--- src/hw/rtl/wvm_pkg.sv ---
`timescale 1ns / 1ps

package wvm_pkg;

    // Fixed voice arithmetic
    localparam int FRAC_W               = 9;
    localparam int MIN_VOICES           = 14;
    localparam int VOL_EXP_MAX          = 24;
    localparam int STEP_RESET           = 1 << FRAC_W;
    localparam int PAN_LEFT_RESET       = 116;
    localparam int PAN_RIGHT_RESET      = 141;

    // Defaults for the top-level parameters
    localparam int DEF_MAX_VOICES       = 32;
    localparam int DEF_SAMPLE_ADDR_BITS = 20;

    typedef enum logic [1:0] {
        CMD_WRITE_REG    = 2'd0,
        CMD_READ         = 2'd1,
        CMD_WRITE_SAMPLE = 2'd2,
        CMD_TICK         = 2'd3
    } cmd_t;

    typedef enum logic [3:0] {
        WR_FREQ       = 4'd0,
        WR_CUR_VOL    = 4'd1,
        WR_START_VOL  = 4'd2,
        WR_END_VOL    = 4'd3,
        WR_RATE       = 4'd4,
        WR_PAN        = 4'd5,
        WR_ADDR       = 4'd6,
        WR_LOOP_START = 4'd7,
        WR_END_ADDR   = 4'd8,
        WR_VOL_CTL    = 4'd9,
        WR_VOICE_CTL  = 4'd10
    } wr_sel_t;

    typedef enum logic [3:0] {
        RD_VOICE_CTL = 4'd0,
        RD_ADDR      = 4'd1,
        RD_RUNNING   = 4'd2
    } rd_sel_t;

    typedef enum logic [4:0] {
        ST_IDLE,
        ST_REG_RD,
        ST_REG_MOD,
        ST_CNT_RD,
        ST_CNT_ACC,
        ST_V_RD,
        ST_V_EVAL,
        ST_V_MOD,
        ST_V_S1,
        ST_V_S2,
        ST_V_S3,
        ST_V_INT,
        ST_V_PL,
        ST_V_PR,
        ST_V_ACR,
        ST_V_WB,
        ST_FIN
    } state_t;

    // Logarithmic pan attenuation per side
    function automatic logic [11:0] pan_lookup(input logic [3:0] b);
        logic [11:0] v;
        case (b)
            4'd0:    v = 12'd0;
            4'd1:    v = 12'd13;
            4'd2:    v = 12'd26;
            4'd3:    v = 12'd41;
            4'd4:    v = 12'd57;
            4'd5:    v = 12'd75;
            4'd6:    v = 12'd94;
            4'd7:    v = 12'd116;
            4'd8:    v = 12'd141;
            4'd9:    v = 12'd169;
            4'd10:   v = 12'd203;
            4'd11:   v = 12'd244;
            4'd12:   v = 12'd297;
            4'd13:   v = 12'd372;
            4'd14:   v = 12'd500;
            default: v = 12'd4095;
        endcase
        return v;
    endfunction

endpackage

--- src/hw/rtl/wvm_voice_ram.sv ---
`timescale 1ns / 1ps

module wvm_voice_ram import wvm_pkg::*; #(
    parameter int           W     = 8,
    parameter int           DEPTH = DEF_MAX_VOICES,
    parameter logic [W-1:0] INIT  = '0
) (
    input  logic                     aclk,
    input  logic                     aresetn,
    input  logic                     re,
    input  logic [$clog2(DEPTH)-1:0] raddr,
    output logic [W-1:0]             rdata,
    input  logic                     we,
    input  logic [$clog2(DEPTH)-1:0] waddr,
    input  logic [W-1:0]             wdata
);

    logic [W-1:0]     mem [DEPTH];
    logic [DEPTH-1:0] valid_reg;
    logic [W-1:0]     rdata_reg;

    // Mark written entries; unwritten ones read as the reset word
    always_ff @(posedge aclk) begin
        if (!aresetn) begin
            valid_reg <= '0;
        end else if (we) begin
            valid_reg[waddr] <= 1'b1;
        end
    end

    // Write port
    always_ff @(posedge aclk) begin
        if (we) begin
            mem[waddr] <= wdata;
        end
    end

    // Registered read port, held between reads
    always_ff @(posedge aclk) begin
        if (re) begin
            rdata_reg <= valid_reg[raddr] ? mem[raddr] : INIT;
        end
    end

    assign rdata = rdata_reg;

endmodule

--- config.mk ---
export PLATFORM = sky130hd
export DESIGN_NAME = wvm_voice_ram
export DESIGN_NICKNAME = d
export VERILOG_FILES = /design/src/hw/rtl/wvm_pkg.sv /design/src/hw/rtl/wvm_voice_ram.sv
export SDC_FILE = /design/constraint.sdc
export NUM_CORES = 1
export LEC_CHECK = 0
export BUFFER_PORTS_ARGS = -buffer_cell sky130_fd_sc_hd__buf_2
export CAP_MARGIN = 15
export CORE_UTILIZATION = 40
export CTS_CLUSTER_DIAMETER = 50
export DETAILED_ROUTE_END_ITERATION = 12
export PLACE_DENSITY = 0.55
export SLEW_MARGIN = 20
export SYNTH_ARGS = -nofsm -noshare
export SYNTH_HDL_FRONTEND = slang
export SYNTH_SLANG_ARGS = --single-unit
export TNS_END_PERCENT = 1
--- constraint.sdc ---
create_clock -name aclk -period 3.34 [get_ports aclk]
set_input_delay 0.501 -clock aclk [delete_from_list [all_inputs] [get_ports aclk]]
set_output_delay 0.501 -clock aclk [all_outputs]
set_load 0.005 [all_outputs]
==> results by group <==
Status
  – Status: completed

Power and ir drop
  – Sequential power share: roughly half
  – Comb pwr share: 5.1%
  – Clock Power Share: a little over two fifths
  – Power per cell area: between 600 and 700 mW/mm^2
  – Switching power: 1.68 mW
  – Leakage: around 4.5 nW
  – Pint: 6.34 mW
  – Power, Total: around 8 mW
  – VDD IR max: 0.371 mV
  – Switching Fraction: 20.9%

Routing
  – Initial drt markers: ~550
  – DR vias: ~5900
  – Detailed Route WL: 25200 um
  – Routed Antenna Nets: 0
  – DR DRC count: 0
  – First-pass DRT Iterations: 5
  – WL per Instance: 23.6 um
  – Routed vias/inst: about 5.5

Die
  – Initial Utilization: 40.6%
  – # rows: 62
  – Num ports: 30
  – Die Wd: 172 um
  – Die ar.: 0.0297 mm^2
  – Die Y: ~170 um
  – Core area: approximately 0.029 mm^2

Clock tree
  – Worst-skew pair later-pin latency: between 0.5 and 0.6 ns
  – CTS Buf Count: 31
  – Hold Buf Count CTS: 0
  – Clock sinks: about 300
  – CTS max path bufs: 3
  – Clock root buffer: clkbuf_16
  – Worst-path clk slew: approximately 0.06 ns
  – Post-CTS sizing: 0
  – H-tree Lvls: 1
  – Postcts setup bufs: 0
  – CTS tree: done

STA
  – WHS: 0.310 ns
  – Setup TNS: 0 ns
  – FMAX: ~460 MHz
  – Slew headroom: 30.3%
  – Tcrit/Tclk final: around 65%
  – Fin. Hold Viols: 0
  – Worst slew pin tran: around 1.0 ns
  – Final setup viols: 0
  – Post-layout min period: approximately 2.2 ns
  – Clock skew: 0.0153 ns
  – Final worst slack: roughly 1.2 ns
  – Unrepaired setup endpoints after global routing: no
  – Pins Over Slew Limit: 0

Min path
  – Worst Hold Launch: re
  – Hold Crit Class: in2reg

Setup path
  – R2r endpoint: rdata[7]$_SDFFCE_PN0P_
  – Data required, critical path: roughly 3.6 ns
  – R2r setup slk: ~1.5 ns
  – Worst setup SP type: input port
  – Crit path from: raddr[1]
  – Crit Path Category: in2reg
  – Crit. End Element: register
  – Worst r2r path cells: 4
  – Worst-path maximum fanout: 16
  – CP endpoint: rdata[1]$_SDFFCE_PN0P_
  – Worst EP arrival: roughly 2.5 ns
  – Worst R2R Start: mem[3][7]$_DFFE_PP_

Synthesis
  – Syn avg cell area: between 15 and 20 um^2
  – Gate Count Post-Synth: roughly 620
  – Synthesized Nets: 637
  – Synth Cell Area: approximately 0.012 mm^2
  – Number of synthesized flops with an enable pin: about 260
  – Distinct cells, synth: 36
  – Seq/Total Area, Yosys: between 70% and 80%
  – Synthesized flop and latch total: 296
  – Top_reg_cell synth: edfxtp_1
  – FFs w/ async S/R, synth: 0%
  – Synth Warn #: 0

Global routing
  – Most used routing layer: met1
  – Grt ovf: 0
  – Wire length of the first global-routing pass: about 38000 um
  – GR Util met3: approximately 3.2%
  – Initial antenna violation count: 0
  – Routing usage on met1: 27.0%
  – Gr usage total: between 15 and 20%
  – Vias in the first global route: between 5000 and 6000
  – Largest net degree at the start of global routing: 51
  – Grt met2 use: around 26%

Final layout
  – Finished Cell Area: around 0.013 mm^2
  – Filler cells: approximately 2400
  – Layout cells sized above 1: about a fifth
  – # nets final: around 680
  – Non-filler instance count after layout: roughly 1100
  – Final Util: around 46%
  – Number of diodes: 0
  – Max reg flops: roughly 260
  – Area grow syn2layout: 14.0%

Job
  – Max_cap viols: 0

Placement
  – Post-DP HPWL: approximately 16000 um
  – Placed Instances: 1013
  – PortBufs: 29
  – Placed cell area: roughly 0.012 mm^2
  – Gpl congestion: 0.801
  – Post-Place Setup Slack: between 0.6 and 0.7 ns
## synth_stat cells, drive strengths merged, types with 3 or more instances
library cell | count | area, um^2
edfxtp | 264 | 7930
mux2i | 69 | 691
o21a | 40 | 300
mux4 | 37 | 841
nor2 | 35 | 131
a221oi | 32 | 280
dfxtp | 32 | 641
buf | 19 | 203
clkbuf | 16 | 60.1
nand3 | 12 | 65.1
a22oi | 8 | 60.1
o211a | 8 | 80.1
o21ai | 8 | 40.0
o32a | 8 | 80.1
nand3b | 6 | 45.0
or3b | 3 | 26.3
## critical path: stages
cell and delay, ns:
buf_2 0.19, nor2b_1 0.63, buf_4 0.36, a221oi_1 0.18, a22oi_1 0.21, nand3_1 0.16
o211a_1 0.21
## cell families (layout without fill, tap and decap cells)
| logic type | count (synthesis) | after routing | share of synthesized area [%] |
|---|---|---|---|
| DFF | 296 | 296 | 73.8 |
| AOI/OAI and AO/OA | 108 | 108 | 7.60 |
| muxes | 108 | 108 | 13.4 |
| and+or+nand+nor | 66 | 66 | 2.93 |
| buffers and inverters | 37 | 108 | 2.33 |
## metal layers
layer  vias up  wire length, um
li1       2637                -
met1      3046            12200
met2       167            11100
met3        27             1540
met4         0              379
met5         -                0
## placed cells by master, fill, tap and decap left out, drive strengths merged, types with 3 or more instances in the layout
cell | netlist | layout
clkbuf | 16 | 41
buf | 19 | 49
a22oi | 8 | 8
a221oi | 32 | 32
mux2i | 69 | 69
nand3b | 6 | 6
o32a | 8 | 8
nor2 | 35 | 35
o21a | 40 | 40
mux4 | 37 | 37
o211a | 8 | 8
clkinv | 1 | 9
inv | 1 | 4
nand3 | 12 | 12
o21ai | 8 | 8
bufinv | 0 | 3
edfxtp | 264 | 264
dfxtp | 32 | 32
or3b | 3 | 3
## how the worst min path moves through the flow
stage                            endpoint  slack, ns  cells past startpoint
5_1_grt            rdata[3]$_SDFFCE_PN0P_       0.29                      1
2_1_floorplan  valid_reg[29]$_SDFFE_PN0P_       0.43                      1
4_1_cts            rdata[1]$_SDFFCE_PN0P_       0.28                      1
3_5_place_dp   valid_reg[31]$_SDFFE_PN0P_       0.45                      1
6_report           rdata[1]$_SDFFCE_PN0P_       0.31                      1
3_3_place_gp    valid_reg[6]$_SDFFE_PN0P_       0.44                      1
## final cells by class
type,instances,area (um^2),area share (%)
inverter,2,7.51,0.0567
sequential,296,8570,64.7
tap,384,480,3.63
timing repair buffer,49,339,2.56
clock buffer,41,886,6.69
clock inverter,16,186,1.41
multi-input combinational,282,2780,21.0
## power groups by stage
| stage | clock network [mW] | logic (mW) | registers (mW) |
|---|---|---|---|
| 2_1_floorplan | 0 | 0.248 | 4.17 |
| 3_3_place_gp | 0 | 0.402 | 4.17 |
| 3_5_place_dp | 0 | 0.409 | 4.17 |
| 4_1_cts | 3.58 | 0.410 | 4.09 |
| 5_1_grt | 3.73 | 0.436 | 4.10 |
| 6_report | 3.52 | 0.406 | 4.09 |
Note: power is estimated with default switching activity, not from simulation.
