<file path="config.mk">
export PLATFORM = sky130hd
export DESIGN_NAME = wvm_mod_unit
export DESIGN_NICKNAME = d
export VERILOG_FILES = /design/src/hw/rtl/wvm_pkg.sv /design/src/hw/rtl/wvm_mod_unit.sv
export SDC_FILE = /design/constraint.sdc
export NUM_CORES = 1
export LEC_CHECK = 0
export ABC_AREA = 0
export BUFFER_PORTS_ARGS = -buffer_cell sky130_fd_sc_hd__buf_2
export CORE_AREA = 2 2 83 85
export DETAILED_ROUTE_END_ITERATION = 7
export DIE_AREA = 0 0 85 87
export HOLD_SLACK_MARGIN = 0.12
export PLACE_DENSITY_LB_ADDON = 0.2
export SLEW_MARGIN = 20
export SYNTH_ARGS = -nofsm -noshare
export SYNTH_HDL_FRONTEND = slang
export SYNTH_SLANG_ARGS = --single-unit
</file>
<file path="constraint.sdc">
create_clock -name aclk -period 4.23 [get_ports aclk]
set_input_delay 0.423 -clock aclk [delete_from_list [all_inputs] [get_ports aclk]]
set_output_delay 0.423 -clock aclk [all_outputs]
set_load 0.01 [all_outputs]
</file>
<file path="src/hw/rtl/wvm_pkg.sv">
`timescale 1ns / 1ps

package wvm_pkg;

    // Fixed voice arithmetic
    localparam int FRAC_W               = 9;
    localparam int MIN_VOICES           = 14;
    localparam int VOL_EXP_MAX          = 24;
    localparam int STEP_RESET           = 1 << FRAC_W;
    localparam int PAN_LEFT_RESET       = 116;
    localparam int PAN_RIGHT_RESET      = 141;

    // Defaults for the top-level parameters
    localparam int DEF_MAX_VOICES       = 32;
    localparam int DEF_SAMPLE_ADDR_BITS = 20;

    typedef enum logic [1:0] {
        CMD_WRITE_REG    = 2'd0,
        CMD_READ         = 2'd1,
        CMD_WRITE_SAMPLE = 2'd2,
        CMD_TICK         = 2'd3
    } cmd_t;

    typedef enum logic [3:0] {
        WR_FREQ       = 4'd0,
        WR_CUR_VOL    = 4'd1,
        WR_START_VOL  = 4'd2,
        WR_END_VOL    = 4'd3,
        WR_RATE       = 4'd4,
        WR_PAN        = 4'd5,
        WR_ADDR       = 4'd6,
        WR_LOOP_START = 4'd7,
        WR_END_ADDR   = 4'd8,
        WR_VOL_CTL    = 4'd9,
        WR_VOICE_CTL  = 4'd10
    } wr_sel_t;

    typedef enum logic [3:0] {
        RD_VOICE_CTL = 4'd0,
        RD_ADDR      = 4'd1,
        RD_RUNNING   = 4'd2
    } rd_sel_t;

    typedef enum logic [4:0] {
        ST_IDLE,
        ST_REG_RD,
        ST_REG_MOD,
        ST_CNT_RD,
        ST_CNT_ACC,
        ST_V_RD,
        ST_V_EVAL,
        ST_V_MOD,
        ST_V_S1,
        ST_V_S2,
        ST_V_S3,
        ST_V_INT,
        ST_V_PL,
        ST_V_PR,
        ST_V_ACR,
        ST_V_WB,
        ST_FIN
    } state_t;

    // Logarithmic pan attenuation per side
    function automatic logic [11:0] pan_lookup(input logic [3:0] b);
        logic [11:0] v;
        case (b)
            4'd0:    v = 12'd0;
            4'd1:    v = 12'd13;
            4'd2:    v = 12'd26;
            4'd3:    v = 12'd41;
            4'd4:    v = 12'd57;
            4'd5:    v = 12'd75;
            4'd6:    v = 12'd94;
            4'd7:    v = 12'd116;
            4'd8:    v = 12'd141;
            4'd9:    v = 12'd169;
            4'd10:   v = 12'd203;
            4'd11:   v = 12'd244;
            4'd12:   v = 12'd297;
            4'd13:   v = 12'd372;
            4'd14:   v = 12'd500;
            default: v = 12'd4095;
        endcase
        return v;
    endfunction

endpackage

</file>
<file path="src/hw/rtl/wvm_mod_unit.sv">
`timescale 1ns / 1ps

module wvm_mod_unit import wvm_pkg::*; #(
    parameter int AW = DEF_SAMPLE_ADDR_BITS
) (
    input  logic          aclk,
    input  logic          aresetn,
    input  logic          start,
    input  logic [AW-1:0] dividend,
    input  logic [AW-1:0] divisor,
    output logic          done,
    output logic [AW-1:0] remainder
);

    localparam int CW = $clog2(AW);

    logic          busy_reg;
    logic          done_reg;
    logic [CW-1:0] cnt_reg;
    logic [AW-1:0] rem_reg;
    logic [AW-1:0] rem_next;
    logic [AW-1:0] dvd_reg;
    logic [AW-1:0] dvs_reg;
    logic [AW:0]   trial;

    // One restoring step per cycle, dividend bits from the top
    always_comb begin
        trial = {rem_reg, dvd_reg[AW-1]};
        if (trial >= {1'b0, dvs_reg}) begin
            rem_next = AW'(trial - {1'b0, dvs_reg});
        end else begin
            rem_next = trial[AW-1:0];
        end
    end

    // Sequence control
    always_ff @(posedge aclk) begin
        if (!aresetn) begin
            busy_reg <= 1'b0;
            done_reg <= 1'b0;
            cnt_reg  <= '0;
        end else begin
            done_reg <= 1'b0;
            if (start) begin
                busy_reg <= 1'b1;
                cnt_reg  <= '0;
            end else if (busy_reg) begin
                cnt_reg <= cnt_reg + 1'b1;
                if (cnt_reg == CW'(AW - 1)) begin
                    busy_reg <= 1'b0;
                    done_reg <= 1'b1;
                end
            end
        end
    end

    // Operand and remainder registers
    always_ff @(posedge aclk) begin
        if (start) begin
            rem_reg <= '0;
            dvd_reg <= dividend;
            dvs_reg <= divisor;
        end else if (busy_reg) begin
            rem_reg <= rem_next;
            dvd_reg <= {dvd_reg[AW-2:0], 1'b0};
        end
    end

    assign done      = done_reg;
    assign remainder = rem_reg;

endmodule

</file>
==> impl_results.md, run 1 <==
* Outcome: completed
* Maximum number of pins on one net before global-route repair at 41
* Syn Std Cell Area at 3810 µm²
* Count of unique library cells instantiated by Yosys at 55
* Top-level I/O count at 64
* Worst hold slack at 0.248 ns
* Initial antenna violation count at 0
* Post-CTS Setup Repair Bufs at 0
* Power density of the placed cells at 356 nW/µm²
* Vias in the first global route at just under 3000
* Category of the worst setup path capture point: register
* Starting density of the core at 58.1%
* Setup repair after global routing missed its margin: false
* Async SR Flop Fraction at 0%
* Average instance area after synthesis at around 10 µm²
* Clock sink count at 67
* Clock latency of the later-clocked register in the worst-skew pair at 0.35 ns
* Die extent in y at 87 µm
* Max_cap viols at 0
* Post-synth top flop: edfxtp_1
* Final Hold Viols at 0
* Clock-pin slew on the worst setup and hold paths at 0.08 ns
* Maximum vdd drop at 0.000234 V
* Input/output buffers at between 60 and 70
* Min Clock Period, post-route at about 2.7 ns
* Worst Hold Class: in2reg
* Sequential fraction of the synthesis area at 45.7%
* Remaining global-route overflow at 0
* Number of DRC violations after detailed-routing iteration 0 at 170
* Critical path peak fanout at 4
* Gp weighted congestion at about 0.87
* Sum of internal, switching and leakage power at between 1.5 and 2 mW
* CTS tree: built
* Total core area at 6570 µm²
* Vias per std cell at 5.76
* Post-route setup TNS at 0 ns
* CP Class: reg2reg
* FILL cells at 557
* Initial DRT Pass Iterations at 4
* Die width at between 80 and 90 µm
* Most common cell after layout, fill and taps aside: buf_2
* Detailed-placement wirelength estimate at 5.71 mm
* Cts hold-fix bufs at 0
* Startpoint Class: register
* Gr usage total at between 20% and 30%
* Master cell of the clock root buffer: clkbuf_8
* Routed Wire Length at around 8 mm
* Max Root-Sink Buffers at 2
* CTS HTree Levels at 3
* Count of flip-flops with a built-in enable after synthesis at 40
* Yosys reg bits at 67
* Num CTS Buffers at 9
* NumNets Final at 496
* First-pass GRT wire length at 13.6 mm
* Most used cells in the layout excluding fill and tap cells: 63 x buf_2, 40 x edfxtp_1, 28 x nand2_1
* Average detailed-routed wire length per instance at 15.5 µm
* Data arrival time of the worst path at 2.97 ns
* Sequential cell area in the final layout at 1740 µm²
* Worst clock skew at ~0.013 ns
* Fraction of layout cells with a size suffix above 1 at 25.2%
* End-of-flow core utilization at 65.9%
* Static Leakage at 1.89 nW
* Count of antenna-violating nets left after detailed routing at 0
* Worst path required time at between 4 and 5 ns
* Number of standard cells after synthesis at 370
* Number of nets produced by synthesis at 435
* Total of warnings raised by yosys at 0
* Period Utilization, post-route at 63.5%
* Relative max-transition margin at 25.7%
* Resized Gates After CTS at 0
* Fmax at 372 MHz
* Total number of vias at about 3000
* # DRC at 0
* Slew at the pin closest to its max-slew limit at 1.11 ns
* Floorplan row count at 30
* Die ar. at roughly 7400 µm²
* Number of diodes added for antenna fixing at 0
* Non-Filler Instances at 516
* Final Max Tran Viols at 0
* P&R area growth vs syn at 13.6%
* Endpoints failing setup at 0
* Area taken by multi-input logic gates at 1860 µm²
* Number of cells in the design after placement at 500
[worst max-delay path, stage by stage (launching register included)]
cell,delay [ns]
edfxtp_1,0.39
inv_1,0.07
ha_1,0.16
inv_1,0.06
fa_1,0.40
a21o_1,0.22
a221oi_2,0.41
o31ai_1,0.18
a31oi_1,0.36
mux2i_1,0.23
a2bb2oi_1,0.16
[final timing paths]
path / start / endpoint / slack, ns / cells after the start
setup / recovery: dvd_reg[19]$_DFFE_PP_ / remainder[18]$_SDFFE_PP0P_ / 1.54 / 10
hold / removal: divisor[2] / dvs_reg[2]$_DFFE_PP_ / 0.25 / 1
setup reg to reg: dvd_reg[19]$_DFFE_PP_ / remainder[18]$_SDFFE_PP0P_ / 1.54 / 10
hold reg to reg: remainder[1]$_SDFFE_PP0P_ / remainder[1]$_SDFFE_PP0P_ / 0.50 / 2
[through the flow]
stage	setup slack, ns	instance area (µm²)
5_1_grt	1.35	4330
3_3_place_gp	1.71	4140
6_report	1.54	4330
3_5_place_dp	1.57	4140
2_1_floorplan	1.88	3810
4_1_cts	1.54	4330
[metal layers]
metal,up-vias,global-route usage [%],share of wire [%]
li1,1486,-,-
met2,69,36.2,47
met4,0,13.3,2.1
met1,1402,29.8,45
met5,-,0,0
met3,14,5.50,5.3
[logic make-up (layout without fill, tap and decap cells)]
kind of cell             Yosys count  after routing  share of synthesized area [%]
AND/OR/NAND/NOR                  111            111                           14.7
adder cells (fa/ha/maj)           22             22                           7.41
buffers and inverters             43            109                           5.64
multiplexers                      27             27                           7.78
AO/OA/AOI/OAI                     85             85                           15.4
flip-flops                        67             67                           45.7
XOR/XNOR                          15             15                           3.44
[power breakdown]
part	total [mW]	leakage [nW]	switching [mW]	internal, mW
clock	0.526	0.0906	0.242	0.284
sequential	0.762	0.617	0.0203	0.742
combinational	0.254	1.18	0.145	0.109
[Yosys cell counts (7+ instances only)]
cell type | number | area share [%]
a21o_1 | 7 | 1.4
a21oi_1 | 20 | 2.6
dfxtp_1 | 27 | 14
edfxtp_1 | 40 | 31
ha_1 | 21 | 6.9
inv_1 | 27 | 2.7
mux2_2 | 21 | 6.2
nand2_1 | 28 | 2.8
nand3_1 | 17 | 2.2
nor2_1 | 27 | 2.7
nor3_1 | 9 | 1.2
o21ai_0 | 15 | 2.0
xor2_1 | 12 | 2.8
[cell type report]
type	instances	area share (%)
multi-input combinational	260	42.9
inverter	27	2.34
sequential	67	40.2
clock inverter	5	1.21
timing repair buffer	66	7.80
tap	80	2.31
clock buffer	11	3.26
(Power assumes the default switching activity.)
==> run 2: changes to the inputs <==
ABC_AREA = 1   (was 0)
CORE_AREA = 2 2 94 96   (was 2 2 83 85)
DIE_AREA = 0 0 96 98   (was 0 0 85 87)
clock period = 2.2 ns   (was 4.23 ns; I/O delays follow)
==> run 2 against run 1 <==
  * Global-route usage increased by 1.4 points
  * Setup slack got worse by 1.4 ns
  * Combinational power increased by 71%
  * Cell area increased by 24%
  * Maximum frequency increased by 30%
  * Highest routed layer unchanged
==> impl_results.md, run 2 <==
* Outcome: completed
* Worst hold slack at 0.128 ns
* Reg2Reg Setup Slack at 0.14 ns
* Number of standard cells after synthesis at around 570
* Clock sink count at 67
* Terminus of the critical flop-to-flop path: remainder[15]$_SDFFE_PP0P_
* Share of the synthesized area in the top cell type at 28.4%
* Max Root-Sink Buffers at 2
* Worst Hold Class: in2reg
* Static Leakage at 2.87 nW
* Global-route met2 utilization at 42.3%
* Clock latency of the later-clocked register in the worst-skew pair at around 0.36 ns
* Count of antenna-violating nets left after detailed routing at 0
* Master cell of the clock root buffer: clkbuf_8
* Combinational power share at 15.5%
* Final Max Tran Viols at 0
* Setup repair after global routing missed its margin: false
* Vias per std cell at 4.97
* Net switching power at between 0.7 and 0.8 mW
* Initial DRT Pass Iterations at 6
* Remaining global-route overflow at 0
* Num CTS Buffers at 9
* Endpoint, Worst Hold: dvd_reg[13]$_DFFE_PP_
* Syn Std Cell Area at 4230 µm²
* Crit path max-delay cell type: edfxtp_1
* Most used cells in the layout excluding fill and tap cells: 210 x nand2_1, 88 x inv_1, 63 x buf_2
* Die ar. at roughly 9400 µm²
* Worst min-delay path startpoint: dividend[13]
* Cell with the most instances after synthesis: nand2_1
* Startpoint Class: register
* Category of the worst setup path capture point: register
* Fmax at 485 MHz
* Input/output buffers at 63
* Leading cell types by total area after synthesis: edfxtp_1 28%, nand2_1 19%, dfxtp_1 13%
* Clock-pin slew on the worst setup and hold paths at 0.08 ns
* Average detailed-routed wire length per instance at 13.8 µm
* Area fraction in and, or, nand and nor cells after synthesis at 35.4%
* Fraction of layout cells with a size suffix above 1 at 23.3%
* Largest stage delay, worst path at 0.34 ns
* Relative max-transition margin at 61.8%
* Min Clock Period, post-route at 2.06 ns
* Worst clock skew at 0.00994 ns
* Total of warnings raised by yosys at 0
* Worst hold path depth at 3
* Total number of vias at ~4000
* Area fraction in compound gates after synthesis at 4.26%
* Slew at the pin closest to its max-slew limit at about 0.57 ns
* Post-synth top area cell: edfxtp_1
* Power density of the placed cells at between 500 and 600 nW/µm²
* Number of nets produced by synthesis at roughly 630
* Met1 Track Usage GR at 31.3%
* Count of flip-flops with a built-in enable after synthesis at 40
* Count of unique library cells instantiated by Yosys at 36
* Data arrival time of the worst path at 2.36 ns
* Max_cap viols at 0
* Async SR Flop Fraction at 0%
* Layer with the highest usage: met2
* # DRC at 0
* CTS HTree Levels at 3
* Endpoints failing setup at 0
* Initial antenna violation count at 0
* Cell-by-cell trace of the critical path: inv_1 > ha_1 > buf_4 > nand2_1 > inv_1 > nand2_2 > nor4_4 > buf_6 > buf_4 > nand2_4 > nand3b_1 > nand3_1 > nand2_1
* Post-route setup TNS at 0 ns
* Gr usage total at 24.7%
* Maximum vdd drop at ~0.0005 V
* Starting density of the core at 49.9%
* Detailed-placement wirelength estimate at roughly 7.8 mm
* Final Hold Viols at 0
* Die extent in y at 98 µm
* Yosys reg bits at 67
* Area share of xor/xnor cells in the synthesized design at 1.66%
* P&R area growth vs syn at 27.6%
* Combinational family with the most area after synthesis: simple AND/OR/NAND/NOR gates
* Sequential group share of total power at 51.3%
* CP Class: reg2reg
* End-of-flow core utilization at about 64%
* Multiplexer share of the synthesized area at 0%
* Number of diodes added for antenna fixing at 0
* GR Layer Usage met3 at between 5 and 6%
* Gp weighted congestion at 0.925
* Net switching fraction of the power at 28.2%
* Period Utilization, post-route at 93.6%
* Reg2Reg Depth at 13
* Share of synthesized cell area in full adder, half adder and majority cells at under 10%
* Floorplan row count at 34
* Cell internal power dissipation at 2.01 mW
* Final worst-path setup slack at roughly 0.14 ns
* Leading cell types by count after synthesis: 214 x nand2_1, 88 x inv_1, 40 x edfxtp_1, 40 x nand3_1, 27 x dfxtp_1
* Routed Wire Length at 11.2 mm
* FILL cells at 783
* Total core area at 8470 µm²
* Die width at 96 µm
* NumNets Final at 763
* Average instance area after synthesis at 7.45 µm²
* Maximum number of pins on one net before global-route repair at 36
* Worst path required time at between 2 and 3 ns
* Vias in the first global route at 3850
* CTS tree: built
* Origin of the critical flop-to-flop path: dvs_reg[14]$_DFFE_PP_
* Sequential fraction of the synthesis area at 41.2%
* Critical path peak fanout at 11
* Post-Place Setup Slack at -0.0263 ns
* Top-level I/O count at 64
* Post-synth top flop: edfxtp_1
* First-pass GRT wire length at 18.0 mm
* Most common cell after layout, fill and taps aside: nand2_1
* Number of DRC violations after detailed-routing iteration 0 at 180
* Clock share of power at between 30% and 40%
[run 2: changes by cell type after synthesis, moves of 7 or more]
cell,before,now
nand2_1,28,214
mux2_2,21,0
nand2_2,0,9
nand3_1,17,40
nand3b_1,0,13
inv_1,27,88
a21o_1,7,0
xor2_1,12,2
[run 2: cell families after synthesis]
| kind of cell | count (synthesis) |
|---|---|
| compound gates | 34 |
| fa+ha+maj | 22 |
| simple gates | 328 |
| flops | 67 |
| xor+xnor | 8 |
| buf+inv | 108 |
[run 2: repair_timing]
| action | in CTS | in global routing |
|---|---|---|
| hold buffers | 21 | 0 |
| gates resized for setup | 2 | 9 |
| pin swaps | 1 | 3 |
| endpoints found under the setup margin | 7 | 20 |
| gates cloned | 0 | 3 |
| endpoints found under the hold margin | 21 | 0 |
| buffers inserted | 3 | 3 |
[run 2: cell type report]
| cell class | instances | area, µm² | share of cell area (%) |
|---|---|---|---|
| multi-input cells | 395 | 2100 | 39.0 |
| flip-flops and latches | 67 | 1740 | 32.3 |
| repair buffers | 129 | 880 | 16.3 |
| inverters | 96 | 360 | 6.69 |
| well taps | 108 | 135 | 2.51 |
| clock buffers | 10 | 128 | 2.37 |
| clock inverters | 6 | 42.5 | 0.789 |
[run 2: worst max-delay path by stage]
stage	slack, ns	depth (start not counted)	to	start
after floorplan	0.33	14	remainder[16]$_SDFFE_PP0P_	dvd_reg[19]$_DFFE_PP_
after global placement	0.02	14	remainder[16]$_SDFFE_PP0P_	dvd_reg[19]$_DFFE_PP_
after detailed placement	-0.03	13	remainder[4]$_SDFFE_PP0P_	dvs_reg[14]$_DFFE_PP_
after CTS	0.02	12	remainder[4]$_SDFFE_PP0P_	dvs_reg[14]$_DFFE_PP_
after global routing	0.005	14	remainder[4]$_SDFFE_PP0P_	dvs_reg[8]$_DFFE_PP_
final	0.14	13	remainder[15]$_SDFFE_PP0P_	dvs_reg[14]$_DFFE_PP_
[run 2: critical path: cells and delay by family, from the launching register on]
family                   cells  cell delay [ns]
flip-flops                   1             0.34
adder cells (fa/ha/maj)      1             0.32
buffers and inverters        5             0.54
AND/OR/NAND/NOR              7             0.79
[run 2: per-layer routing]
metal / vias to the layer above / share of wire [%]
li1: 2056 / -
met1: 1826 / 45
met2: 125 / 48
met3: 22 / 5.9
met4: 0 / 1.8
met5: - / 0
[run 2: metrics by stage]
step,std cells,instance area (µm²),power [mW]
finish,811,5390,2.80
global route,811,5390,2.93
CTS,805,5300,2.81
detailed placement,765,4870,1.86
global placement,765,4870,1.86
floorplan,567,4230,1.69
[run 2: power groups by stage]
| stage | combinational (mW) | clock (mW) | sequential (mW) |
|---|---|---|---|
| 2_1_floorplan | 0.233 | 0 | 1.46 |
| 3_3_place_gp | 0.394 | 0 | 1.46 |
| 3_5_place_dp | 0.396 | 0 | 1.47 |
| 4_1_cts | 0.427 | 0.948 | 1.44 |
| 5_1_grt | 0.486 | 0.995 | 1.44 |
| 6_report | 0.434 | 0.930 | 1.44 |
